--- src/rtl/prcc_pkg.sv ---
// Shared types and constants for the palette RAM color-cycling block.
// Used by the top level, the palette RAM and the remainder unit.
// No dependencies.
package prcc_pkg;

  // Default palette depth.
  localparam int PALETTE_ENTRIES_DEF = 256;

  // Fixed field widths.
  localparam int COLOR_W = 15;
  localparam int IDX_W   = 8;
  localparam int CNT_W   = 16;
  localparam int SPD_W   = 8;
  localparam int RCNT_W  = 9;

  // Item kinds carried on the input tuser.
  typedef enum logic [1:0] {
    OP_WRITE = 2'd0,
    OP_READ  = 2'd1,
    OP_TICK  = 2'd2,
    OP_NONE  = 2'd3
  } op_t;

  // Configuration register indexes (byte address is four times the index).
  localparam logic [1:0] REG_RANGE_START    = 2'd0;
  localparam logic [1:0] REG_RANGE_COUNT    = 2'd1;
  localparam logic [1:0] REG_ROTATE_SPEED   = 2'd2;
  localparam logic [1:0] REG_ROTATE_PALETTE = 2'd3;

endpackage

--- src/rtl/prcc_mod_unit.sv ---
// Iterative remainder unit: tick counter modulo rotation period, one bit a cycle.
// Restoring shift-and-subtract over the counter bits. Depends on prcc_pkg.
module prcc_mod_unit (
  input  logic                       clk,
  input  logic                       rst_n,
  input  logic                       start,
  input  logic [prcc_pkg::CNT_W-1:0] dividend,
  input  logic [prcc_pkg::SPD_W-1:0] divisor,
  output logic                       done,
  output logic                       rem_zero
);
  import prcc_pkg::*;

  localparam int STEP_W = $clog2(CNT_W);

  logic              busy_r;
  logic              done_r;
  logic [STEP_W-1:0] step_r;
  logic [CNT_W-1:0]  dvd_r;
  logic [SPD_W-1:0]  dsr_r;
  logic [SPD_W-1:0]  rem_r;
  logic [SPD_W:0]    trial;
  logic [SPD_W:0]    diff;
  logic [SPD_W-1:0]  rem_nxt;

  // Shared compare and subtract: bring in the next dividend bit.
  always_comb begin
    trial = {rem_r, dvd_r[CNT_W-1]};
    diff  = trial - {1'b0, dsr_r};
    if (trial >= {1'b0, dsr_r}) begin
      rem_nxt = diff[SPD_W-1:0];
    end else begin
      rem_nxt = trial[SPD_W-1:0];
    end
  end

  // Step sequencing.
  always_ff @(posedge clk) begin
    if (!rst_n) begin
      busy_r <= 1'b0;
      done_r <= 1'b0;
      step_r <= '0;
    end else begin
      done_r <= 1'b0;
      if (start) begin
        busy_r <= 1'b1;
        step_r <= '0;
      end else if (busy_r) begin
        step_r <= step_r + 1'b1;
        if (step_r == STEP_W'(CNT_W - 1)) begin
          busy_r <= 1'b0;
          done_r <= 1'b1;
        end
      end
    end
  end

  // Datapath registers.
  always_ff @(posedge clk) begin
    if (start) begin
      dvd_r <= dividend;
      dsr_r <= divisor;
      rem_r <= '0;
    end else if (busy_r) begin
      dvd_r <= {dvd_r[CNT_W-2:0], 1'b0};
      rem_r <= rem_nxt;
    end
  end

  assign done     = done_r;
  assign rem_zero = (rem_r == '0);

endmodule

--- config.mk ---
export PLATFORM = sky130hd
export DESIGN_NAME = prcc_mod_unit
export DESIGN_NICKNAME = d
export VERILOG_FILES = /design/src/rtl/prcc_pkg.sv /design/src/rtl/prcc_mod_unit.sv
export SDC_FILE = /design/constraint.sdc
export NUM_CORES = 1
export LEC_CHECK = 0
export ABC_AREA = 1
export BUFFER_PORTS_ARGS = -buffer_cell sky130_fd_sc_hd__buf_2
export CORE_ASPECT_RATIO = 1.25
export CORE_UTILIZATION = 61
export CTS_CLUSTER_DIAMETER = 50
export DETAILED_ROUTE_END_ITERATION = 6
export PLACE_DENSITY = 0.92
export SLEW_MARGIN = 30
export SYNTH_ARGS = -nofsm -noshare
export SYNTH_HDL_FRONTEND = slang
export SYNTH_SLANG_ARGS = --single-unit
--- constraint.sdc ---
create_clock -name clk -period 3.4 [get_ports clk]
set_input_delay 0.34 -clock clk [delete_from_list [all_inputs] [get_ports clk]]
set_output_delay 0.34 -clock clk [all_outputs]
set_load 0.02 [all_outputs]
Word-level counts from Yosys, hierarchy flattened
Index checks and enable logic that the tools add are counted.
{"block": "totals", "latchBits": 0, "input_bits": 27, "out_inout_bits": 2, "romBits": 0, "register_bits": 38, "mem_bits_rw": 0, "memories": 0, "elab_cells": 23}
{"block": "classes", "n_eq_ne": 1, "shift": 0, "reduce_logical": 4, "n_mux": 7, "order_cmp": 1, "div": 0, "n_bitwise": 2, "n_addsub": 2, "mul": 0}
{"op": "$mux 16", "n": 2}
{"op": "$ge 9x8->1", "n": 1}
{"op": "$logic_not 8->1", "n": 1}
{"op": "$mux 8", "n": 1}
{"op": "$sub 8x8->8", "n": 1}
{"op": "$add 4x1->4 const B", "n": 1}
{"op": "$eq 4x4->1 const B", "n": 1}
{"op": "$mux 1", "n": 4}
{"op": "$reduce_or 3->1", "n": 1}
{"op": "$not 1->1", "n": 2}
{"op": "$reduce_bool 2->1", "n": 1}
{"op": "$reduce_or 2->1", "n": 1}

Depth between registers and ports, before layout
Gate-level depths: netlist of run 1.
{"block": "logic_depth", "ltp_word": 4, "depth_mapped": 12, "ltp_nobuf": 12}

Least setup slack after synthesis of run 1
OpenSTA, ideal clock, no wires.
{"block": "synth_path", "path_kind": "register -> register", "from": "reg dvd_r[15]", "to": "reg rem_r[6]", "arrival_ns": 1.411, "required_ns": 3.287, "slack_ns": 1.876, "synth_period_minus_slack_ns": 1.524, "n_path_buf": 0, "setup_time_ns": 0.113, "stages_incl_launch_ff": 12, "path_cell_list": "edfxtp_1 -> inv_1 -> ha_1 -> fa_1 -> inv_1 -> nand3_1 -> nand3_1 -> nand2_1 -> nand2_1 -> nand2_2 -> nand3_1 -> nand2_1"}
{"block": "synth_via", "elab_chain_len": 2, "elab_cells_between_ends": 3, "cone_classes": "add/sub (1); order compare (1); mux (1)"}
{"item": "start, declared", "line_no": "prcc_mod_unit.sv:19", "text": "logic [CNT_W-1:0] dvd_r;"}
{"item": "start signal, assigned", "line_no": "prcc_mod_unit.sv:61", "text": "dvd_r <= dividend;"}
{"item": "start signal, assigned", "line_no": "prcc_mod_unit.sv:65", "text": "dvd_r <= {dvd_r[CNT_W-2:0], 1'b0};"}
{"item": "$sub 8x8->8 / $ge 9x8->1 (equally long branches)", "line_no": "prcc_mod_unit.sv:29, prcc_mod_unit.sv:30"}
{"item": "$mux 8 (*)", "line_no": "prcc_mod_unit.sv:30", "text": "if (trial >= {1'b0, dsr_r}) begin"}
{"item": "end signal, assigned", "line_no": "prcc_mod_unit.sv:66", "text": "rem_r <= rem_nxt;"}
{"item": "end, declared", "line_no": "prcc_mod_unit.sv:21", "text": "logic [SPD_W-1:0] rem_r;"}
Mark *: on every way between the ends. The rest lies on a longest branch, timed or not.
A chain may end at the register's enable or synchronous reset.

Worst setup path in the final report of run 1
{"block": "layout_path", "from": "reg dsr_r[2]", "to": "reg rem_r[6]"}
{"block": "layout_via", "elab_chain_len": 2, "elab_cells_between_ends": 3, "cone_classes": "add/sub (1); order compare (1); mux (1)"}
{"item": "start, declared", "line_no": "prcc_mod_unit.sv:20", "text": "logic [SPD_W-1:0] dsr_r;"}
{"item": "start signal, assigned", "line_no": "prcc_mod_unit.sv:62", "text": "dsr_r <= divisor;"}
{"item": "$sub 8x8->8 / $ge 9x8->1 (equally long branches)", "line_no": "prcc_mod_unit.sv:29, prcc_mod_unit.sv:30"}
{"item": "$mux 8 (*)", "line_no": "prcc_mod_unit.sv:30"}
Marked as above.

==> summary.txt, run 1 <==
Critical path
  – Worst Setup End Kind: flop
  – Crit Path Category: reg2reg
  – Crit path DAT: 1890 ps
  – Reg2reg path depth: 10
  – Critical Path RT: 3580 ps
  – Internal reg-to-reg setup slack: 1690 ps
  – R2R Path End: rem_r[6]
  – Critical path's slowest cell: ha_1
  – Buffers and inverters on the worst path: 2
  – Startpoint types: flop
  – Crit path max fanout: 9
  – CP peak stage delay: 370 ps
  – Delay-heaviest family, CP: simple AND/OR/NAND/NOR gates
  – Cells along the critical path: inv_1 -> ha_1 -> nand2_1 -> inv_2 -> nand3_2 -> nor2_2 -> nor2_4 -> nand3_1 -> nand3_1 -> nand2_1
  – Reg2reg start: dsr_r[2]

Synthesis
  – Compound-Gate Fraction of Synth Area: 2.67%
  – Xor/xnor share of the synthesized area: 1.28%
  – Mux contribution to synthesized area: 0%
  – Mapped Nets: 283
  – Avg Inst Size Synth: 8.37 um2
  – Synth top area share: 35.0%
  – Most used flip-flop cell after synthesis: edfxtp_1
  – Post-synth ARST share: 0%
  – Syn Std Cell Area: 2060 um2
  – Area leader, netlist: edfxtp_1
  – Post-synth cell types: 29
  – Mapped Cells: 246
  – Cells taking the most area after synthesis: edfxtp_1 (35%), nand2_1 (16%), dfxtp_1 (14%)
  – Synth cell count leaders: nand2_1 (90), inv_1 (32), edfxtp_1 (24)
  – Yosys reg bits: 38
  – Post-synthesis simple-gate area fraction: 33.4%
  – Synth Warn #: 0
  – Top-count cell post-synth: nand2_1
  – Seq/Total Area, Yosys: 48.6%
  – Main combinational cell family by area after synthesis: simple AND/OR/NAND/NOR gates
  – Post-Synth Adder-Cell Area: 6.44%
  – Number of flops mapped to enable cells by yosys: 24

Timing
  – Final setup violation count: 0
  – Actual slew at the worst max-slew pin: 574 ps
  – Maximum clock frequency: 584 MHz
  – Period minus WS final: 1710 ps
  – Final Skew: 5.93 ps
  – Final Cycle Share: 50.4%
  – Final hold vios: 0
  – RSZ-0062 raised after global routing: no
  – Slew HR: 61.7%
  – Slew Limit Fails: 0
  – Setup TNS: 0 ps
  – Final WS setup: 1690 ps

Hold path
  – Hold_sp: divisor[3]
  – Hold Path Cell Cnt: 1
  – Worst Hold Path EP: dsr_r[3]
  – Hold/Removal Path Class: in2reg

Detailed routing
  – DRT Wirelength: 3630 um
  – Routed vias: 1618
  – Residual DRC: 0
  – Vias per inst: 5.14
  – Starting DRT DRC Count: 37
  – Final ANT Viol Nets: 0
  – Post-DR wirelength/cell: 11.5 um
  – Iteration count of the initial detailed-routing pass: 4

Die
  – Starting density of the core: 63.9%
  – FP Rows: 23
  – Die Y: 67.0 um
  – IO Count: 29
  – Die ar.: 3610 um2
  – Core box area: 3220 um2
  – Die Wd: 54.0 um

Final layout
  – Share of post-route cells with drive strength above 1: 21.2%
  – # nets final: 314
  – Syn-to-layout area delta: 12.2%
  – # fillers: 265
  – Ant diodes: 0
  – Post-Layout Cell Count: 315

Placement
  – GP Congestion: 0.833
  – Hpwl dp: 2780 um
  – Pre-CTS setup slack: 1560 ps
  – Placed Cells: 307
  – Port Buf Inserts: 28

Clock network
  – Latest clock arrival within the worst-skew pair: 280 ps
  – Hold_buf cts: 0
  – CTS max path bufs: 2
  – # H-tree levels: 2
  – CTS Buf Count: 5
  – Clk root buf: clkbuf_8
  – CTS tree: done
  – Post CTS Setup Buffer Count: 0
  – Post-cts gate resize count: 0
  – Number of clock sinks: 38
  – Reg clk slew, reported paths: 70 ps

Global routing
  – Largest net degree at the start of global routing: 29
  – GRT Residual Overflow: 0
  – Global-route wire length before repair: 6380 um
  – Total Routing Usage GR: 24.9%
  – Antenna violations before repair: 0
  – Vias in the first global route: 1538

Power and ir drop
  – P_leak: 1.19 nW
  – Peak VDD IR: 0.408 mV
  – P per Cell Area: 441 nW/um2
  – Pwr Total: 1.02 mW

Flow run
  – Maxcap violations: 0

Run status
  – Status: finished clean
[layer usage]
| layer | routed length [um] | global-route usage (%) | vias to the layer above |
|---|---|---|---|
| met5 | 0 | 0 | - |
| met4 | 91 | 13.8 | 0 |
| met3 | 135 | 5.25 | 8 |
| met2 | 1860 | 41.7 | 34 |
| met1 | 1540 | 28.6 | 728 |
| li1 | - | - | 848 |
[cells in the final DEF, fill, tap and decap left out]
| master | count |
|---|---|
| nor2_2 | 3 |
| nor3_1 | 1 |
| dfxtp_1 | 14 |
| nor3b_1 | 1 |
| ha_1 | 9 |
| inv_1 | 32 |
| clkbuf_8 | 6 |
| a31oi_1 | 1 |
| a21oi_1 | 7 |
| nor2_1 | 5 |
| nor3_2 | 1 |
| xor2_1 | 2 |
| nor4_1 | 1 |
| xnor2_1 | 1 |
| nand4_1 | 4 |
| o21ai_0 | 1 |
| nand2_2 | 11 |
| fa_1 | 1 |
| edfxtp_1 | 24 |
| buf_2 | 28 |
| nand2_4 | 1 |
| a21oi_2 | 1 |
| nand3_2 | 2 |
| nand2_8 | 1 |
| inv_2 | 3 |
| nand2_1 | 90 |
| nor2_4 | 2 |
| clkbuf_1 | 2 |
| nand3_1 | 23 |
[cell type report]
cell class	instances	area [um2]	share of cell area, %
Timing Repair Buffer	28	140	6.07
Inverter	35	131	5.69
Multi-Input combinational cell	169	901	39.0
Sequential cell	38	1000	43.3
Tap cell	37	46.3	2.00
Clock buffer	8	90.1	3.90
[kinds of logic (layout without fill, tap and decap cells)]
group                      after synthesis  in the layout
buffers and inverters                   39             71
adders and majority gates               10             10
AOI/OAI and AO/OA                       10             10
and+or+nand+nor                        146            146
xor gates and xnor gates                 3              3
DFF                                     38             38
[report_power, final]
part	internal (mW)	total (mW)	leakage, nW	switching (mW)
combinational	0.0635	0.171	0.786	0.107
clock	0.165	0.304	0.0455	0.139
sequential	0.529	0.543	0.357	0.0142
total	0.758	1.02	1.19	0.260
[sequential cells by signal, summed over array words and instances (netlist names)]
name    cells
done        1
rem_r       8
busy_r      1
dvd_r      16
step_r      4
dsr_r       8
[metrics by stage]
stage | util, % | hold slack [ps] | area (um2)
after floorplan | - | 439 | 2060
after global placement | 68.9 | 464 | 2220
after detailed placement | 68.9 | 468 | 2220
after CTS | 71.7 | 220 | 2310
after global routing | 71.7 | 215 | 2310
final | 71.7 | 227 | 2310
[how the worst max path moves through the flow]
stage | end | depth (start not counted) | start | slack, ps
floorplan | rem_r[6] | 11 | dvd_r[15] | 1880
global placement | dvd_r[9] | 3 | start | 1630
detailed placement | dvd_r[10] | 3 | start | 1560
CTS | rem_r[7] | 10 | dsr_r[6] | 1700
global route | rem_r[1] | 10 | dsr_r[6] | 1560
finish | rem_r[6] | 10 | dsr_r[2] | 1690
(Power assumes the default switching activity.)
==> run 2, diff against run 1 <==
--- a/config.mk
+++ b/config.mk
@@ -8,10 +8,10 @@
 export ABC_AREA = 1
 export BUFFER_PORTS_ARGS = -buffer_cell sky130_fd_sc_hd__buf_2
 export CORE_ASPECT_RATIO = 1.25
-export CORE_UTILIZATION = 61
+export CORE_UTILIZATION = 51
 export CTS_CLUSTER_DIAMETER = 50
 export DETAILED_ROUTE_END_ITERATION = 6
-export PLACE_DENSITY = 0.92
+export PLACE_DENSITY = 0.83
 export SLEW_MARGIN = 30
 export SYNTH_ARGS = -nofsm -noshare
 export SYNTH_HDL_FRONTEND = slang
==> constraint.sdc (replaced) <==
create_clock -name clk -period 1.51 [get_ports clk]
set_input_delay 0.151 -clock clk [delete_from_list [all_inputs] [get_ports clk]]
set_output_delay 0.151 -clock clk [all_outputs]
set_load 0.02 [all_outputs]
==> summary.txt, run 2 (same netlist as run 1, synthesis figures left out) <==
Global routing
  – Antenna violations before repair: 0 (unchanged)
  – Vias in the first global route: 1791 (+16%)
  – GRT Residual Overflow: 0 (unchanged)
  – Global-route wire length before repair: 7370 um (+16%)
  – Total Routing Usage GR: 23.0% (-1.9 points)
  – Largest net degree at the start of global routing: 23 (-21%)

Detailed routing
  – Final ANT Viol Nets: 0 (unchanged)
  – Post-DR wirelength/cell: 12.2 um (+6.0%)
  – Routed vias: 1759 (+8.7%)
  – Iteration count of the initial detailed-routing pass: 4 (unchanged)
  – Starting DRT DRC Count: 79 (+110%)
  – Vias per inst: 4.97 (-3.3%)
  – DRT Wirelength: 4320 um (+19%)
  – Residual DRC: 0 (unchanged)

Final layout
  – Ant diodes: 0 (unchanged)
  – Leading cell type in the layout, fill and taps excluded: nand2_1
  – Share of post-route cells with drive strength above 1: 35.7% (+14 points)
  – Syn-to-layout area delta: 30.2%
  – Top flop regs: dvd_r (16), dsr_r (8), rem_r (8)
  – # fillers: 308 (+16%)
  – # nets final: 336 (+7.0%)
  – Post-Layout Cell Count: 354 (+12%)
  – Max FFs per register: 16 (unchanged)
  – Top reg by flops: dvd_r
  – Most frequent cells in the layout: nand2_1 (90), inv_1 (27), buf_2 (27), edfxtp_1 (24), buf_4 (20)
  – Final design utilization: 70.3% (-1.4 points)

Power and ir drop
  – Comb pwr share: 20.5% (+3.7 points)
  – Switching share of total power: 26.5% (+0.90 points)
  – P per Cell Area: 968 nW/um2 (+120%)
  – Seq pwr share: 47.2% (-6.2 points)
  – P_leak: 1.32 nW (+11%)
  – Clk network pwr share: 32.3% (+2.5 points)
  – Peak VDD IR: 0.869 mV (+110%)
  – Internal power: 1.91 mW (+150%)
  – Switching power: 0.687 mW (+160%)
  – Pwr Total: 2.60 mW (+160%)

Clock network
  – CTS max path bufs: 2 (unchanged)
  – CTS Buf Count: 5 (unchanged)
  – Clk root buf: clkbuf_8
  – # H-tree levels: 2 (unchanged)
  – CTS tree: done
  – Latest clock arrival within the worst-skew pair: 290 ps (about the same)
  – Reg clk slew, reported paths: 80 ps (about the same)
  – Number of clock sinks: 38 (unchanged)

Timing
  – Final setup violation count: 9 (+9)
  – Final WS setup: -129 ps (-1820 ps)
  – Slew HR: 71.3% (+9.6 points)
  – Final Cycle Share: 109% (+58 points)
  – Setup TNS: -814 ps (-814 ps)
  – Maximum clock frequency: 610 MHz (+4.4%)
  – Period minus WS final: 1640 ps (-72.8 ps)
  – Final Skew: 6.19 ps (+0.253 ps)
  – Slew Limit Fails: 0 (unchanged)
  – Actual slew at the worst max-slew pin: 429 ps (-144 ps)
  – RSZ-0062 raised after global routing: yes
  – Final hold vios: 0 (unchanged)

Critical path
  – Startpoint types: flop
  – Crit Path Category: reg2reg
  – Internal reg-to-reg setup slack: -130 ps (-1820 ps)
  – Reg2reg path depth: 11 (+1)
  – Critical Path RT: 1690 ps (-1890 ps)
  – Crit path DAT: 1820 ps (-70 ps)
  – Worst Setup End Kind: flop
  – R2R Path End: rem_r[4]
  – Crit path max fanout: 8 (-1)
  – Reg2reg start: dsr_r[4]

Flow run
  – Maxcap violations: 0 (unchanged)

Placement
  – Port Buf Inserts: 28 (unchanged)
  – Placed Cells: 342 (+11%)
  – GP Congestion: 0.883 (+6.1%)
  – Hpwl dp: 3010 um (+8.0%)

Hold path
  – Worst Hold Path EP: dsr_r[3]
  – Hold/Removal Path Class: in2reg
  – Hold Path Cell Cnt: 1 (unchanged)
  – Hold_sp: divisor[3]

Die
  – FP Rows: 25 (+8.7%)
  – Die Wd: 58.8 um (+9.0%)
  – Die Y: 73.0 um (+9.1%)
  – Core box area: 3820 um2 (+18%)
  – Die ar.: 4300 um2 (+19%)
  – IO Count: 29 (unchanged)
  – Starting density of the core: 54.0% (-9.9 points)

Run status
  – Failing checks: negative setup slack
  – Status: finished with violations
## run 2: changes by cell type in the layout (fill, tap and decap cells not counted), sizes merged
cell / before / now
clkbuf: 8 / 5
nand2: 103 / 104
buf: 28 / 49
clkinv: 0 / 2
bufinv: 0 / 1
## run 2: through the flow
step,cell area (um2),hold slack [ps],worst slack [ps]
final,2680,34.2,-129
after global routing,2680,21.6,-261
after CTS,2640,29.6,-68.2
after detailed placement,2390,330,-139
after global placement,2390,329,-89.0
after floorplan,2060,250,16.0
## run 2: worst max-delay path by stage
stage / from / endpoint / slack, ps / cells past startpoint
2_1_floorplan: dsr_r[6] / rem_r[7] / 20 / 10
3_3_place_gp: dsr_r[4] / rem_r[7] / -90 / 11
3_5_place_dp: dsr_r[2] / rem_r[2] / -140 / 12
4_1_cts: dsr_r[6] / rem_r[2] / -70 / 9
5_1_grt: dsr_r[4] / rem_r[4] / -260 / 11
6_report: dsr_r[4] / rem_r[4] / -130 / 11
## run 2: repair_timing
action,CTS,global route
gates resized for setup,17,11
setup buffers,3,0
endpoints found under the setup margin,9,9
pin swaps,1,6
gates cloned,1,0
hold buffers,0,0
## run 2: final cells by class
| type | instances | area, um2 | share of cell area (%) |
|---|---|---|---|
| flip-flops and latches | 38 | 1000 | 37.3 |
| well taps | 54 | 67.6 | 2.52 |
| repair buffers | 49 | 317 | 11.8 |
| clock inverters | 3 | 40.0 | 1.49 |
| inverters | 35 | 134 | 4.99 |
| clock buffers | 5 | 68.8 | 2.57 |
| multi-input cells | 170 | 1050 | 39.3 |
## run 2: power groups by stage
stage	sequential [mW]	combinational (mW)	clock (mW)
final	1.23	0.531	0.840
after global routing	1.23	0.590	0.899
after CTS	1.23	0.503	0.849
after detailed placement	1.24	0.445	0
after global placement	1.24	0.436	0
after floorplan	1.23	0.292	0
## run 2: worst max-delay path, cell delays in order, from the launching register on
cell	delay, ps
edfxtp_1	340
inv_2	50
ha_4	290
nand2_4	60
inv_4	50
nand4_1	130
nand2_2	160
nand2_4	110
nand2_8	140
nand2_2	80
nand3_2	70
nand2_1	50
## run 2: layer usage
layer / GRT usage (%) / vias up / share of wire [%]
met5: 0 / - / 0
met4: 14.3 / 0 / 2.7
met3: 4.79 / 13 / 2.9
met2: 39.0 / 38 / 52
met1: 26.0 / 814 / 43
li1: - / 894 / -
